### src/assert_macros.svh
// Assertion helpers shared by the RTL
`ifndef ASSERT_MACROS_SVH
`define ASSERT_MACROS_SVH
// Same-cycle implication, disabled during reset
`define ASSERT_IMP(label, clk, rst_n, a, b) \
    label: assert property (@(posedge clk) disable iff (!(rst_n)) (a) |-> (b)) \
        else $error("assertion failed");
// Next-cycle implication, disabled during reset
`define ASSERT_NXT(label, clk, rst_n, a, b) \
    label: assert property (@(posedge clk) disable iff (!(rst_n)) (a) |=> (b)) \
        else $error("assertion failed");
`endif

### src/sed_pkg.sv
// ----------------------------------------------------------------------------
// sed_pkg
// Types, constants and the exponent table of the softmax expectation decoder.
// ----------------------------------------------------------------------------
package sed_pkg;
    localparam int MAX_BINS  = 16;
    localparam int VALUE_W   = 16;
    localparam int IDX_W     = 4;
    localparam int CNT_W     = 5;
    localparam int T_W       = 21;
    localparam int E_W       = 17;
    localparam int SUM_W     = 21;
    localparam int PROD_W    = 34;
    localparam int ACC_W     = 38;
    localparam int DIV_W     = 38;
    localparam int DCNT_W    = 6;
    localparam logic [16:0] LOG2E_Q16 = 17'd94548;
    localparam logic       CMD_WEIGHT = 1'b0;
    localparam logic       CMD_LOGIT  = 1'b1;

    typedef enum logic [2:0] {
        S_IDLE, S_MUL1, S_EXP, S_MUL2, S_ACC, S_DIVI, S_DIV, S_DONE
    } t_state;

    typedef struct packed {
        logic in_ready;
        logic mul1;
        logic expo;
        logic mul2;
        logic acc;
        logic div_init;
        logic div_step;
        logic load_out;
    } t_cmd;

    typedef struct packed {
        logic completes;
        logic last_bin;
        logic div_last;
        logic out_free;
    } t_status;

    // 2^(-j/16) in Q16
    function automatic logic [16:0] pow2_neg(input logic [4:0] j);
        logic [16:0] p;
        unique case (j)
            5'd0:  p = 17'd65536;
            5'd1:  p = 17'd62757;
            5'd2:  p = 17'd60097;
            5'd3:  p = 17'd57549;
            5'd4:  p = 17'd55109;
            5'd5:  p = 17'd52773;
            5'd6:  p = 17'd50535;
            5'd7:  p = 17'd48393;
            5'd8:  p = 17'd46341;
            5'd9:  p = 17'd44376;
            5'd10: p = 17'd42495;
            5'd11: p = 17'd40693;
            5'd12: p = 17'd38968;
            5'd13: p = 17'd37316;
            5'd14: p = 17'd35734;
            5'd15: p = 17'd34219;
            default: p = 17'd32768;
        endcase
        return p;
    endfunction
endpackage

### src/sed_in_if.sv
// ----------------------------------------------------------------------------
// sed_in_if
// Input channel: weight writes and bin logits.
// ----------------------------------------------------------------------------
interface sed_in_if;
    logic        valid;
    logic        ready;
    logic        command;
    logic [3:0]  weight_index;
    logic signed [15:0] value;
    modport source (output valid, command, weight_index, value, input ready);
    modport sink   (input valid, command, weight_index, value, output ready);
endinterface

### src/sed_out_if.sv
// ----------------------------------------------------------------------------
// sed_out_if
// Output channel: decoded expectation and saturation flag.
// ----------------------------------------------------------------------------
interface sed_out_if;
    logic        valid;
    logic        ready;
    logic signed [15:0] expectation;
    logic        saturated;
    modport source (output valid, expectation, saturated, input ready);
    modport sink   (input valid, expectation, saturated, output ready);
endinterface

### src/sed_ctrl.sv
// ----------------------------------------------------------------------------
// sed_ctrl
// Sequencer: accept beats, walk the bins, run the divider, hand off result.
// ----------------------------------------------------------------------------
module sed_ctrl (
    input  logic             i_clk,
    input  logic             i_rst_n,
    input  sed_pkg::t_status i_status,
    output sed_pkg::t_cmd    o_cmd
);
    import sed_pkg::*;

    t_state r_state, n_state;

    // State register
    always_ff @(posedge i_clk) begin
        if (!i_rst_n) r_state <= S_IDLE;
        else          r_state <= n_state;
    end

    // Next state
    always_comb begin
        n_state = r_state;
        unique case (r_state)
            S_IDLE: if (i_status.completes) n_state = S_MUL1;
            S_MUL1: n_state = S_EXP;
            S_EXP:  n_state = S_MUL2;
            S_MUL2: n_state = S_ACC;
            S_ACC:  n_state = i_status.last_bin ? S_DIVI : S_MUL1;
            S_DIVI: n_state = S_DIV;
            S_DIV:  if (i_status.div_last) n_state = S_DONE;
            S_DONE: if (i_status.out_free) n_state = S_IDLE;
            default: n_state = S_IDLE;
        endcase
    end

    // Commands
    always_comb begin
        o_cmd          = '0;
        o_cmd.in_ready = (r_state == S_IDLE);
        o_cmd.mul1     = (r_state == S_MUL1);
        o_cmd.expo     = (r_state == S_EXP);
        o_cmd.mul2     = (r_state == S_MUL2);
        o_cmd.acc      = (r_state == S_ACC);
        o_cmd.div_init = (r_state == S_DIVI);
        o_cmd.div_step = (r_state == S_DIV);
        o_cmd.load_out = (r_state == S_DONE) && i_status.out_free;
    end
endmodule

### src/sed_dp.sv
// ----------------------------------------------------------------------------
// sed_dp
// Datapath: weight table, logit buffer, exponent, accumulators, divider.
// ----------------------------------------------------------------------------
module sed_dp (
    input  logic               i_clk,
    input  logic               i_rst_n,
    input  logic [4:0]         i_bins_in_use,
    input  sed_pkg::t_cmd      i_cmd,
    output sed_pkg::t_status   o_status,
    sed_in_if.sink             i_in,
    sed_out_if.source          o_out
);
    import sed_pkg::*;

    logic signed [VALUE_W-1:0] r_weights [MAX_BINS];
    logic signed [VALUE_W-1:0] r_logits  [MAX_BINS];
    logic [CNT_W-1:0]          r_rcv;
    logic signed [VALUE_W-1:0] r_max;
    logic signed [VALUE_W-1:0] r_wmax;
    logic [CNT_W-1:0]          r_n;
    logic [IDX_W-1:0]          r_idx;
    logic [T_W-1:0]            r_t;
    logic [E_W-1:0]            r_e;
    logic signed [PROD_W-1:0]  r_prod;
    logic [SUM_W-1:0]          r_sum;
    logic signed [ACC_W-1:0]   r_acc;
    logic [DIV_W-1:0]          r_num;
    logic [SUM_W-1:0]          r_rem;
    logic [DCNT_W-1:0]         r_dcnt;
    logic                      r_neg;
    logic                      r_ov;
    logic signed [VALUE_W-1:0] r_exp_out;
    logic                      r_sat;

    logic [CNT_W-1:0]          need;
    logic [CNT_W-1:0]          rcv_inc;
    logic                      accept;
    logic signed [VALUE_W-1:0] new_max;
    logic [VALUE_W:0]          diff;
    logic [PROD_W-1:0]         t_prod;
    logic [16:0]               p_lo, p_hi, m;
    logic [11:0]               p_step;
    logic [20:0]               step_r;
    logic [E_W-1:0]            e_val;
    logic [ACC_W-1:0]          mag;
    logic [SUM_W:0]            rem_sh;
    logic                      q_bit;

    // Effective bin count and handshake
    always_comb begin
        if (i_bins_in_use == '0)                     need = CNT_W'(1);
        else if (i_bins_in_use > CNT_W'(MAX_BINS))   need = CNT_W'(MAX_BINS);
        else                                         need = i_bins_in_use;
        rcv_inc  = r_rcv + CNT_W'(1);
        accept   = i_in.valid && i_cmd.in_ready;
        new_max  = (i_in.value > r_max) ? i_in.value : r_max;
    end

    assign i_in.ready         = i_cmd.in_ready;
    assign o_status.completes = accept && (i_in.command == CMD_LOGIT) && (rcv_inc >= need);
    assign o_status.last_bin  = ({1'b0, r_idx} + CNT_W'(1)) == r_n;
    assign o_status.div_last  = (r_dcnt == '0);
    assign o_status.out_free  = !r_ov || o_out.ready;

    // Exponent: scale by log2(e), then table interpolation and shift
    always_comb begin
        diff   = {r_wmax[VALUE_W-1], r_wmax} - {r_logits[r_idx][VALUE_W-1], r_logits[r_idx]};
        t_prod = PROD_W'(diff[VALUE_W-1:0]) * PROD_W'(LOG2E_Q16) + PROD_W'(2048);
        p_lo   = pow2_neg({1'b0, r_t[11:8]});
        p_hi   = pow2_neg({1'b0, r_t[11:8]} + 5'd1);
        p_step = 12'(p_lo - p_hi);
        step_r = 21'(p_step) * 21'(r_t[7:0]) + 21'd128;
        m      = p_lo - 17'(step_r[20:8]);
        e_val  = (r_t[T_W-1:12] >= 9'd32) ? '0 : (m >> r_t[16:12]);
    end

    // Divider step: shift in one numerator bit, trial subtract
    always_comb begin
        mag    = r_acc[ACC_W-1] ? ACC_W'(-r_acc) : ACC_W'(r_acc);
        rem_sh = {r_rem, r_num[DIV_W-1]};
        q_bit  = rem_sh >= {1'b0, r_sum};
    end

    // Weight table and per-anchor control state
    always_ff @(posedge i_clk) begin
        if (!i_rst_n) begin
            for (int b = 0; b < MAX_BINS; b++) r_weights[b] <= '0;
            r_rcv <= '0;
            r_max <= {1'b1, {(VALUE_W-1){1'b0}}};
        end else if (accept) begin
            if (i_in.command == CMD_WEIGHT) begin
                r_weights[i_in.weight_index] <= i_in.value;
            end else if (rcv_inc >= need) begin
                r_rcv <= '0;
                r_max <= {1'b1, {(VALUE_W-1){1'b0}}};
            end else begin
                r_rcv <= rcv_inc;
                r_max <= new_max;
            end
        end
    end

    // Logit buffer and walk datapath
    always_ff @(posedge i_clk) begin
        if (accept && (i_in.command == CMD_LOGIT)) begin
            if (r_rcv < CNT_W'(MAX_BINS)) r_logits[r_rcv[IDX_W-1:0]] <= i_in.value;
            r_wmax <= new_max;
            r_n    <= rcv_inc;
            r_idx  <= '0;
            r_sum  <= '0;
            r_acc  <= '0;
        end
        if (i_cmd.mul1) r_t <= t_prod[T_W+11:12];
        if (i_cmd.expo) r_e <= e_val;
        if (i_cmd.mul2) begin
            r_prod <= PROD_W'($signed({1'b0, r_e}) * r_weights[r_idx]);
            r_sum  <= r_sum + SUM_W'(r_e);
        end
        if (i_cmd.acc) begin
            r_acc <= r_acc + ACC_W'(r_prod);
            r_idx <= r_idx + IDX_W'(1);
        end
        if (i_cmd.div_init) begin
            r_neg  <= r_acc[ACC_W-1];
            r_num  <= DIV_W'(mag) + DIV_W'(r_sum >> 1);
            r_rem  <= '0;
            r_dcnt <= DCNT_W'(DIV_W - 1);
        end
        if (i_cmd.div_step) begin
            r_rem  <= q_bit ? SUM_W'(rem_sh - {1'b0, r_sum}) : SUM_W'(rem_sh);
            r_num  <= {r_num[DIV_W-2:0], q_bit};
            r_dcnt <= r_dcnt - DCNT_W'(1);
        end
    end

    // Output register: clip and hold the beat until taken
    always_ff @(posedge i_clk) begin
        if (!i_rst_n) begin
            r_ov <= 1'b0;
        end else if (i_cmd.load_out) begin
            r_ov <= 1'b1;
        end else if (o_out.ready) begin
            r_ov <= 1'b0;
        end
        if (i_cmd.load_out) begin
            if (r_neg) begin
                r_sat     <= r_num > DIV_W'(32768);
                r_exp_out <= (r_num > DIV_W'(32768)) ? 16'sh8000
                                                     : VALUE_W'(-r_num[VALUE_W-1:0]);
            end else begin
                r_sat     <= r_num > DIV_W'(32767);
                r_exp_out <= (r_num > DIV_W'(32767)) ? 16'sh7fff
                                                     : VALUE_W'(r_num[VALUE_W-1:0]);
            end
        end
    end

    assign o_out.valid       = r_ov;
    assign o_out.expectation = r_exp_out;
    assign o_out.saturated   = r_sat;
endmodule

### src/softmax_expectation_decode.sv
// Sequence: a weight beat goes straight into the table; the completing logit
// beat starts a walk over the bins (multiply, exponent, weight multiply and
// accumulate per bin), then the bit-serial divider (load and 38 steps); the
// result is registered once the output is free. Throughput: one logit beat
// per cycle while bins stream in, then ready is low until the result loads.
// Reset (synchronous, active low): weights zero, bin count 16, anchor cleared.
// ----------------------------------------------------------------------------
// softmax_expectation_decode
// Decodes one anchor's bin distribution into a softmax-weighted distance.
// ----------------------------------------------------------------------------
`include "assert_macros.svh"
module softmax_expectation_decode (
    input  logic        i_clk,
    input  logic        i_rst_n,
    input  logic        psel,
    input  logic        penable,
    input  logic        pwrite,
    input  logic [2:0]  paddr,
    input  logic [31:0] pwdata,
    output logic [31:0] prdata,
    output logic        pready,
    sed_in_if.sink      i_in,
    sed_out_if.source   o_out
);
    import sed_pkg::*;

    logic [4:0] r_bins;
    t_cmd       cmd;
    t_status    status;

    // Configuration register
    always_ff @(posedge i_clk) begin
        if (!i_rst_n) begin
            r_bins <= 5'd16;
        end else if (psel && penable && pwrite && !paddr[2]) begin
            r_bins <= pwdata[4:0];
        end
    end

    assign pready = 1'b1;
    assign prdata = paddr[2] ? 32'd0 : {27'd0, r_bins};

    sed_ctrl u_ctrl (
        .i_clk    (i_clk),
        .i_rst_n  (i_rst_n),
        .i_status (status),
        .o_cmd    (cmd)
    );

    sed_dp u_dp (
        .i_clk         (i_clk),
        .i_rst_n       (i_rst_n),
        .i_bins_in_use (r_bins),
        .i_cmd         (cmd),
        .o_status      (status),
        .i_in          (i_in),
        .o_out         (o_out)
    );

    // Checks
    `ASSERT_NXT(a_busy_after_last, i_clk, i_rst_n, status.completes, !i_in.ready)
    `ASSERT_IMP(a_sat_clip, i_clk, i_rst_n, o_out.valid && o_out.saturated,
                o_out.expectation == 16'sh7fff || o_out.expectation == 16'sh8000)
endmodule

### src/flat_wrapper.sv
// flat-port wrapper written by rule: the top's interface ports become plain ports
module softmax_expectation_decode_flat import sed_pkg::*;
  (i_clk, i_rst_n, psel, penable, pwrite, paddr, pwdata, prdata, pready, i_in_valid, i_in_command, i_in_weight_index, i_in_value, i_in_ready, o_out_valid, o_out_expectation, o_out_saturated, o_out_ready);
  sed_in_if i_in_i ();
  sed_out_if o_out_i ();
  input  logic i_clk;
  input  logic i_rst_n;
  input  logic psel;
  input  logic penable;
  input  logic pwrite;
  input  logic [2:0] paddr;
  input  logic [31:0] pwdata;
  output logic [31:0] prdata;
  output logic pready;
  input wire logic [$bits(i_in_i.valid)-1:0] i_in_valid;
  input wire logic [$bits(i_in_i.command)-1:0] i_in_command;
  input wire logic [$bits(i_in_i.weight_index)-1:0] i_in_weight_index;
  input wire logic [$bits(i_in_i.value)-1:0] i_in_value;
  output wire logic [$bits(i_in_i.ready)-1:0] i_in_ready;
  output wire logic [$bits(o_out_i.valid)-1:0] o_out_valid;
  output wire logic [$bits(o_out_i.expectation)-1:0] o_out_expectation;
  output wire logic [$bits(o_out_i.saturated)-1:0] o_out_saturated;
  input wire logic [$bits(o_out_i.ready)-1:0] o_out_ready;
  assign i_in_i.valid = i_in_valid;
  assign i_in_i.command = i_in_command;
  assign i_in_i.weight_index = i_in_weight_index;
  assign i_in_i.value = i_in_value;
  assign i_in_ready = i_in_i.ready;
  assign o_out_valid = o_out_i.valid;
  assign o_out_expectation = o_out_i.expectation;
  assign o_out_saturated = o_out_i.saturated;
  assign o_out_i.ready = o_out_ready;
  softmax_expectation_decode u_core (.i_clk(i_clk), .i_rst_n(i_rst_n), .psel(psel), .penable(penable), .pwrite(pwrite), .paddr(paddr), .pwdata(pwdata), .prdata(prdata), .pready(pready), .i_in(i_in_i), .o_out(o_out_i));
endmodule
### config.mk
export PLATFORM = sky130hd
export DESIGN_NAME = softmax_expectation_decode_flat
export DESIGN_NICKNAME = d
export VERILOG_FILES = /design/src/sed_pkg.sv /design/src/sed_in_if.sv /design/src/sed_out_if.sv /design/src/sed_ctrl.sv /design/src/sed_dp.sv /design/src/softmax_expectation_decode.sv /design/src/flat_wrapper.sv
export VERILOG_INCLUDE_DIRS = /design/src /design/src/src
export SDC_FILE = /design/constraint.sdc
export NUM_CORES = 2
export LEC_CHECK = 0
export BUFFER_PORTS_ARGS = -buffer_cell sky130_fd_sc_hd__buf_4
export CORE_MARGIN = 5
export CORE_UTILIZATION = 28
export CTS_BUF_LIST = sky130_fd_sc_hd__clkbuf_8 sky130_fd_sc_hd__clkbuf_16
export DETAILED_ROUTE_END_ITERATION = 8
export PLACE_DENSITY_LB_ADDON = 0.05
export SYNTH_ARGS = -nofsm -noshare
export SYNTH_HDL_FRONTEND = slang
export SYNTH_SLANG_ARGS = --single-unit
### constraint.sdc
create_clock -name i_clk -period 21.2 [get_ports i_clk]
set_input_delay 3.18 -clock i_clk [delete_from_list [all_inputs] [get_ports i_clk]]
set_output_delay 3.18 -clock i_clk [all_outputs]
set_load 0.01 [all_outputs]
==> metrics.md <==
| Metric | Value |
|---|---|
| CP peak stage delay | 0.75 ns |
| Top cell type's share of synthesized area | 38.4% |
| Root Driver | clkbuf_16 |
| Worst Reg-to-Reg Cells | 38 |
| CP bufs+invs | 9 |
| Max Cap Viol | 0 |
| Most frequent cell after synthesis | edfxtp_1 |
| Synthesized area per cell | 11.4 um2 |
| I/O Pins | 115 |
| YS warnings | 0 |
| Share of layout cells above drive strength 1 | 10.3% |
| Max Clk Rate | 80.9 MHz |
| Clock sinks | 802 |
| Worst Path Max Fanout | 35 |
| Global-route wire length before repair | 264000 um |
| Clock buffer depth | 3 |
| GRT Total Usage | 16.1% |
| Post-synth top flop | edfxtp_1 |
| # setup viols final | 0 |
| Mapped Cells | 5139 |
| Cts bufs inserted | 101 |
| Yosys reg bits | 802 |
| Top delay family on crit path | adder cells |
| Unique cell type count in the Yosys netlist | 97 |
| Post-synth top area cell | edfxtp_1 |
| Final core utilization | 31.4% |
| Die area | 0.219 mm2 |
| DRC errors left | 0 |
| WP data arrival | 12.96 ns |
| Pin count of the biggest net entering global routing | 92 |
| Die Ht | 468 um |
| Synth Cell Area | 0.0587 mm2 |
| I/O Buffers | 57 |
| Crit Path Category | reg -> reg |
| Hold WC Path Type | reg -> reg |
| Top post-synthesis cells by area | edfxtp_1 (38%), fa_1 (12%), ha_1 (10%), mux4_2 (6.3%), and2_1 (5.0%) |
| Routed via count | 37700 |
| CTS tree | yes |
| CTS Hold Bufs | 0 |
| Post CTS Setup Buffer Count | 0 |
| Slew Viols, Final | 0 |
| Num rows | 168 |
| CP most frequent cell | inv_1 |
| Clock Latency Late Sink | 0.76 ns |
| H-tree lvl count | 3 |
| Initial DRC count | 1943 |
| DIE WIDTH | 468 um |
| DRT Pass-1 Iters | 5 |
| Routed wire length | 175000 um |
| Initial Util | 28.1% |
| CP endpoint kind | flop |
| Top cells by count, synth | edfxtp_1 (751), inv_1 (550), ha_1 (485) |
| RD Place Congestion | 0.765 |
| Critical path required time | 21.80 ns |
| Antenna-violating nets left | 0 |
| Core area | 0.209 mm2 |
| RSZ-0062 raised after global routing | no |
| Startpoint Class | flop |
| Via/cell ratio | 4.66 |
| Vias in the first global route | 39900 |
| Post-CTS sizing | 0 |
| DPL Wire Length | 124000 um |
| Stages on the worst setup path | 38 |
| P&R area growth vs syn | 12.0% |
| Reg clk slew, reported paths | 0.06 ns |
| Nets | 6078 |
| Final Cycle Share | 58.3% |
| EDFF count, synth | 751 |
| Status | completed |
| Hold Path Depth | 2 |
| Antenna violations before repair | 18 |
| Tmin final | 12.36 ns |
| Synth async-reset ratio | 0% |
| Worst clock skew | 0.0777 ns |
| Sequential share of the synthesized area | 40.2% |
| Worst-Margin Slew | 1.17 ns |
| Gr ovfl total | 0 |
| Hold Violations, Final | 0 |
| Max-slew headroom | 21.8% |
| Cell type of the slowest stage on the worst timing path | buf_4 |
| Setup TNS | 0 ns |
| Per-cell routed wire length | 21.7 um |
==> worst reg2reg max path: cells and delay by family (launching register included) <==
family | cells | cell delay [ns]
compound gates | 9 | 2.47
xor+xnor | 2 | 0.54
fa+ha+maj | 9 | 3.70
buf+inv | 9 | 2.07
flops | 1 | 0.58
mux | 3 | 1.53
simple gates | 6 | 1.39
==> registers in the layout (all words and copies together), names as in the netlist, 3 cells and up, named ones only <==
register / cells
u_core.u_dp.r_logits: 256
u_core.u_dp.r_weights: 256
u_core.u_dp.r_acc: 38
u_core.u_dp.r_num: 38
u_core.u_dp.r_prod: 34
u_core.u_dp.r_rem: 21
u_core.u_dp.r_sum: 21
u_core.u_dp.r_t: 21
u_core.u_dp.p_lo: 17
u_core.u_dp.r_e: 17
u_core.u_dp.o_out.expectation: 16
u_core.u_dp.r_max: 16
u_core.u_dp.r_wmax: 16
u_core.u_dp.r_dcnt: 6
u_core.r_bins: 5
u_core.u_dp.r_n: 5
u_core.u_dp.r_rcv: 5
u_core.u_dp.r_idx: 4
u_core.u_ctrl.r_state: 3
==> path summary, 6_finish.rpt <==
kind / startpoint / end / slack [ns]
setup reg to reg: flop / u_core.u_dp.p_lo[0]$_DFF_P_ / 8.84
setup / recovery: flop / u_core.u_dp.p_lo[0]$_DFF_P_ / 8.84
hold / removal: u_core.u_dp.r_max[15]$_SDFFE_PN1P_ / u_core.u_dp.r_max[15]$_SDFFE_PN1P_ / 0.52
hold reg to reg: u_core.u_dp.r_max[15]$_SDFFE_PN1P_ / u_core.u_dp.r_max[15]$_SDFFE_PN1P_ / 0.52
==> metrics by stage <==
stage               hold WS (ns)  instance area (um2)  worst slack (ns)  instances
global route               0.562                65700              7.83       8074
finish                     0.525                65800              8.84       8078
global placement           0.500                62600              8.61       7890
floorplan                  0.424                58800              9.81       5165
CTS                        0.521                65700              8.58       8073
detailed placement         0.506                62600              8.58       7890
==> kinds of logic (layout without fill, tap and decap cells) <==
group / after synthesis / after routing / share of synthesized area (%)
AND/OR/NAND/NOR: 1569 / 1569 / 13.9
XOR/XNOR: 268 / 268 / 4.01
other: 2 / 33 / 0.0128
adder cells (fa/ha/maj): 827 / 827 / 22.0
multiplexers: 220 / 220 / 7.29
buffers and inverters: 768 / 871 / 5.11
AO/OA/AOI/OAI: 683 / 683 / 7.48
flip-flops: 802 / 802 / 40.2
==> layout make-up <==
class	count	area, um2
inverters	555	2080
flip-flops and latches	802	23600
multi-input cells	3595	32400
clock buffers	106	2610
fillers	21200	143000
diodes	5	12.5
well taps	2805	3510
clock inverters	77	587
repair buffers	133	1010
==> metal layers <==
layer	global-route usage [%]	share of wire, %	routed length [um]	vias to the layer above
li1	-	-	-	18100
met1	22.2	47	82800	19000
met2	27.4	48	84300	456
met3	1.79	2.7	4690	179
met4	3.32	2.0	3430	0
met5	0	0	0	-
==> placed cells by master, fill, tap and decap left out, drive strengths merged, types with 163 or more instances in the layout <==
cell / instances
edfxtp: 751
inv: 591
ha: 485
and2: 469
fa: 342
nand2: 333
nor2: 312
a21oi: 208
xnor2: 175
mux4: 163
Power is left out: the tool's default activity adds up to more than one toggle a clock period on the data nets, which glitch-free logic cannot reach.
